File: config.mk
export PLATFORM = sky130hd
export DESIGN_NAME = pes_ctrl
export DESIGN_NICKNAME = d
export VERILOG_FILES = /design/src/rtl/core/pes_pkg.sv /design/src/rtl/core/pes_ctrl.sv
export SDC_FILE = /design/constraint.sdc
export NUM_CORES = 1
export LEC_CHECK = 0
export BUFFER_PORTS_ARGS = -buffer_cell sky130_fd_sc_hd__buf_2
export CORE_AREA = 8 8 45 47
export DETAILED_ROUTE_END_ITERATION = 10
export DIE_AREA = 0 0 53 55
export HOLD_SLACK_MARGIN = 0.06
export PLACE_DENSITY = 0.55
export SYNTH_ARGS = -nofsm -noshare
export SYNTH_HDL_FRONTEND = slang
export SYNTH_SLANG_ARGS = --single-unit
File: constraint.sdc
create_clock -name clk -period 1.6 [get_ports clk]
set_input_delay 0.08 -clock clk [delete_from_list [all_inputs] [get_ports clk]]
set_output_delay 0.08 -clock clk [all_outputs]
set_load 0.01 [all_outputs]
File: src/rtl/core/pes_pkg.sv
// Shared types, constants and helpers for the particle emitter step block.
// No dependencies; every other file in rtl/core imports this package.
package pes_pkg;

    localparam int MAX_SLOTS = 8;
    localparam int IDX_W     = (MAX_SLOTS > 1) ? $clog2(MAX_SLOTS) : 1;

    localparam logic [2:0] REG_COUNT    = 3'd0;
    localparam logic [2:0] REG_GRAVITY  = 3'd1;
    localparam logic [2:0] REG_LIFETIME = 3'd2;
    localparam logic [2:0] REG_INTERVAL = 3'd3;
    localparam logic [2:0] REG_SCALE    = 3'd4;
    localparam logic [2:0] REG_VEL_X    = 3'd5;
    localparam logic [2:0] REG_VEL_Y    = 3'd6;
    localparam logic [2:0] REG_VEL_Z    = 3'd7;

    typedef struct packed {
        logic [16:0] tick_dt;
        logic [15:0] rand_x;
        logic [15:0] rand_y;
        logic [15:0] rand_z;
    } tick_t;

    typedef struct packed {
        logic [5:0]         slot;
        logic               alive;
        logic signed [31:0] pos_x;
        logic signed [31:0] pos_y;
        logic signed [31:0] pos_z;
        logic [30:0]        scale_out;
        logic               last_slot;
    } part_t;

    typedef struct packed {
        logic [6:0]  particle_count;
        logic [30:0] gravity_accel;
        logic [30:0] lifetime;
        logic [30:0] spawn_interval;
        logic [30:0] particle_scale;
        logic [31:0] vel_range_x;
        logic [31:0] vel_range_y;
        logic [31:0] vel_range_z;
    } cfg_t;

    typedef enum logic [3:0] {
        ST_IDLE, ST_GRAV, ST_GRAVW, ST_LOAD, ST_SPX, ST_SPY, ST_SPZ, ST_SPW,
        ST_VY, ST_MX, ST_MY, ST_MZ, ST_MW, ST_STORE
    } state_t;

    typedef enum logic [3:0] {
        OP_NONE, OP_TAKE, OP_GRAV, OP_GRAVW, OP_LOAD, OP_SPX, OP_SPY, OP_SPZ,
        OP_SPW, OP_VY, OP_MX, OP_MY, OP_MZ, OP_MW, OP_STORE
    } op_t;

    typedef struct packed {
        op_t op;
    } cmd_t;

    typedef struct packed {
        logic count_zero;
        logic spawn_hit;
        logic last;
        logic out_free;
    } stat_t;

    function automatic logic signed [31:0] sat_s32(input logic signed [35:0] v);
        if (v[35:31] == {5{v[35]}})
            return v[31:0];
        return v[35] ? 32'sh8000_0000 : 32'sh7fff_ffff;
    endfunction

    function automatic logic [31:0] sat_u32(input logic [32:0] v);
        return v[32] ? 32'hffff_ffff : v[31:0];
    endfunction

endpackage

File: src/rtl/core/pes_ctrl.sv
// Sequencer for the slot walk: one op code per cycle to the datapath.
// Depends on pes_pkg.
module pes_ctrl (
    input  logic           clk,
    input  logic           rst_n,
    input  logic           tick_valid,
    output logic           tick_ready,
    input  pes_pkg::stat_t stat,
    output pes_pkg::cmd_t  cmd
);
    import pes_pkg::*;

    state_t state_reg, state_next;

    always_ff @(posedge clk or negedge rst_n)
    begin
        if (!rst_n)
            state_reg <= ST_IDLE;
        else
            state_reg <= state_next;
    end

    always_comb
    begin
        state_next = state_reg;
        cmd.op     = OP_NONE;
        tick_ready = 1'b0;
        case (state_reg)
            ST_IDLE:
            begin
                tick_ready = 1'b1;
                if (tick_valid)
                begin
                    cmd.op = OP_TAKE;
                    if (!stat.count_zero)
                        state_next = ST_GRAV;
                end
            end
            ST_GRAV:
            begin
                cmd.op     = OP_GRAV;
                state_next = ST_GRAVW;
            end
            ST_GRAVW:
            begin
                cmd.op     = OP_GRAVW;
                state_next = ST_LOAD;
            end
            ST_LOAD:
            begin
                cmd.op     = OP_LOAD;
                state_next = stat.spawn_hit ? ST_SPX : ST_VY;
            end
            ST_SPX:
            begin
                cmd.op     = OP_SPX;
                state_next = ST_SPY;
            end
            ST_SPY:
            begin
                cmd.op     = OP_SPY;
                state_next = ST_SPZ;
            end
            ST_SPZ:
            begin
                cmd.op     = OP_SPZ;
                state_next = ST_SPW;
            end
            ST_SPW:
            begin
                cmd.op     = OP_SPW;
                state_next = ST_VY;
            end
            ST_VY:
            begin
                cmd.op     = OP_VY;
                state_next = ST_MX;
            end
            ST_MX:
            begin
                cmd.op     = OP_MX;
                state_next = ST_MY;
            end
            ST_MY:
            begin
                cmd.op     = OP_MY;
                state_next = ST_MZ;
            end
            ST_MZ:
            begin
                cmd.op     = OP_MZ;
                state_next = ST_MW;
            end
            ST_MW:
            begin
                cmd.op     = OP_MW;
                state_next = ST_STORE;
            end
            ST_STORE:
            begin
                if (stat.out_free)
                begin
                    cmd.op     = OP_STORE;
                    state_next = stat.last ? ST_IDLE : ST_LOAD;
                end
            end
            default: state_next = ST_IDLE;
        endcase
    end

endmodule

==> impl_metrics.sql <==
INSERT INTO impl_metrics (metric_group, metric, value, unit) VALUES
('setup_path', 'worst_endpoint_data_arrival_time', '1.39', 'ns'),
('yosys', 'syn-cell-area', '344', 'um2'),
('clocking', 'clk-insertion-delay-late', '0.23', 'ns'),
('cells_and_area', 'layout.core_utilization', '30.3', '%'),
('yosys', 'synth_cell_types', '24', ''),
('route', 'drc', '0', ''),
('route', 'drt.antenna.violating_nets', '0', ''),
('yosys', 'post_synth_main_area_contributors', 'sky130_fd_sc_hd__dfrtp_1, sky130_fd_sc_hd__buf_6, sky130_fd_sc_hd__nor4_4, sky130_fd_sc_hd__o21ai_0, sky130_fd_sc_hd__nand2_1', ''),
('setup_path', 'reg2regPathDepth', '3', ''),
('cells_and_area', 'diodes', '0', ''),
('setup_path', 'crit_path_end_kind', 'output port', ''),
('clocking', 'cts_resized', '0', ''),
('cells_and_area', 'fillCellCount', '161', ''),
('yosys', 'synth_simple_gate_area_share', '29.5', '%'),
('setup_path', 'timing.critical_path.fanout_max', '12', ''),
('cells_and_area', 'area_of_all_placed_cells_without_fillers', '419', 'um2'),
('grt', 'grt_pass1_wl', '1370', 'um'),
('sta', 'fin_worst_skew', '0.0000406', 'ns'),
('route', 'routed-via-count', '337', ''),
('floorplan', 'ios', '12', ''),
('sta', 'worst_hold_slack', '0.160', 'ns'),
('placed_design', 'dp.final_hpwl', '599', 'um'),
('pwr', 'switching_share', '45.7', '%'),
('setup_path', 'critPathRequiredTime', '1.52', 'ns'),
('sta', 'timing_worst_slew_pin_value', '0.396', 'ns'),
('clocking', 'clock-sinks', '4', ''),
('sta', 'timing.final.hold_violations', '0', ''),
('cells_and_area', 'area_delta_synth_final', '21.8', '%'),
('cells_and_area', 'fin_nets', '61', ''),
('sta', 'tightest_slew_margin_relative_to_the_limit', '73.6', '%'),
('route', 'post_drt_via_cell_ratio', '4.96', ''),
('yosys', 'asyncSetResetFlopFracSynth', '100', '%'),
('pwr', 'peakVddDrop', '0.000557', 'V'),
('setup_path', 'worstReg2RegStart', 'state_reg[2]', ''),
('pwr', 'p_int', '0.000456', 'W'),
('floorplan', 'fp.dieH', '55', 'um'),
('setup_path', 'worst_setup_path_start_kind', 'flop', ''),
('pwr', 'netSwitchingPower', '0.000383', 'W'),
('floorplan', 'floorplan_die_area', '2920', 'um2'),
('yosys', 'ys_seq_area_share', '29.1', '%'),
('sta', 'min_period_over_period', '92.1', '%'),
('outcome', 'outcome', 'finished, final reports clean', ''),
('yosys', 'syn-num-nets', '48', ''),
('cells_and_area', 'multiInputGateArea', '200', 'um2'),
('floorplan', 'core-area', '1380', 'um2'),
('yosys', 'post_synth_inst_count', '41', ''),
('setup_path', 'worst-r2r-setup-slack', '0.34', 'ns'),
('floorplan', 'floorplan.initialDensity', '24.9', '%'),
('yosys', 'ys.warnings.count', '0', ''),
('route', 'drt_first_pass_iters', '3', ''),
('sta', 'setup-tns-final', '0', 'ns'),
('hold_path', 'whs_path_depth', '3', ''),
('floorplan', 'rows', '14', ''),
('placed_design', 'io_buffers', '11', ''),
('clocking', 'cts-root-to-sink-buffers', '2', ''),
('yosys', 'synth_top_family_by_area', 'simple AND/OR/NAND/NOR gates', ''),
('grt', 'number_of_global_route_vias_before_repair', '323', ''),
('yosys', 'synth-seq-cells', '4', ''),
('sta', 'finalMaxSlewViolations', '0', ''),
('cells_and_area', 'post_route_cells_drive_above_1_share', '32.7', '%'),
('sta', 'unrepaired_setup_endpoints_after_global_routing', 'no', ''),
('grt', 'antenna_violations_before_repair', '0', ''),
('clocking', 'tritoncts', 'built', ''),
('setup_path', 'timing.rr.end', 'state_reg[0]', ''),
('yosys', 'synth.largest_area_cell', 'sky130_fd_sc_hd__dfrtp_1', ''),
('yosys', 'syn_area_per_cell', '8.39', 'um2'),
('yosys', 'synth_mux_area_share', '0', '%'),
('clocking', 'cts-hold-fix-buffers', '1', ''),
('yosys', 'synth_xor_xnor_area_share', '0', '%'),
('grt', 'gr-usage-all-layers', '6.24', '%'),
('cells_and_area', 'largest_register_ffs', '4', '');
==> logic make-up (layout without fill, tap and decap cells) <==
kind of cell / after synthesis / after routing
and+or+nand+nor: 16 / 16
AOI/OAI and AO/OA: 14 / 14
buffers and inverters: 7 / 18
DFF: 4 / 4
==> cells in the mapped netlist (all sizes together), types with 2 or more instances <==
cell type,number
nand2,5
buf,4
dfrtp,4
o21ai,4
a21oi,3
inv,3
nor2b,2
nor4,2
==> cells in the final DEF (no fill, tap or decap), drive strengths merged, types with 2 or more instances in the layout <==
master   n
nand2    5
nor4     2
dfrtp    4
inv      3
a21oi    3
nor2b    2
o21ai    4
buf     11
clkbuf   3
==> power groups by stage <==
stage                     Combinational (W)  Sequential [W]  Clock, W
final                              0.000417        0.000302  0.000120
after global routing               0.000467        0.000323  0.000137
after CTS                          0.000429        0.000302  0.000129
after detailed placement           0.000426        0.000302         0
after global placement             0.000426        0.000298         0
after floorplan                    0.000461        0.000184         0
==> final cells by class <==
type / count / area share, %
multi-input combinational: 30 / 47.8
clock buffer: 3 / 5.37
tap: 16 / 4.78
inverter: 3 / 2.69
sequential: 4 / 23.9
timing repair buffer: 12 / 15.5
==> routing by layer <==
| metal | share of wire (%) | routed length, um | GRT usage, % | vias to the layer above |
|---|---|---|---|---|
| met5 | 0 | 0 | 0 | - |
| met3 | 7.1 | 55 | 3.74 | 0 |
| met2 | 45 | 345 | 8.79 | 10 |
| met1 | 48 | 372 | 7.47 | 158 |
| met4 | 0 | 0 | 2.59 | 0 |
| li1 | - | - | - | 169 |
==> how the worst max path moves through the flow <==
stage | slack (ns) | from | depth (start not counted) | endpoint
2_1_floorplan | 0.34 | state_reg[2] | 4 | state_reg[0]
3_3_place_gp | 0.33 | state_reg[2] | 3 | state_reg[0]
3_5_place_dp | 0.34 | state_reg[2] | 3 | state_reg[0]
4_1_cts | 0.11 | state_reg[0] | 4 | cmd[3]
5_1_grt | 0.01 | state_reg[0] | 4 | cmd[3]
6_report | 0.13 | state_reg[0] | 4 | cmd[3]
==> critical path, stage by stage, from the launching register on <==
cell                        delay (ns)
sky130_fd_sc_hd__dfrtp_1          0.57
sky130_fd_sc_hd__nor2b_1          0.23
sky130_fd_sc_hd__o21ai_0          0.09
sky130_fd_sc_hd__o2bb2ai_1        0.14
sky130_fd_sc_hd__buf_2            0.13
==> stage by stage <==
step | total power, W | setup WS, ns | std cells
2_1_floorplan | 0.000645 | 0.340 | 41
4_1_cts | 0.000860 | 0.113 | 68
3_5_place_dp | 0.000728 | 0.335 | 64
5_1_grt | 0.000927 | 0.0100 | 68
3_3_place_gp | 0.000724 | 0.331 | 64
6_report | 0.000839 | 0.127 | 68
(Power assumes the default switching activity.)
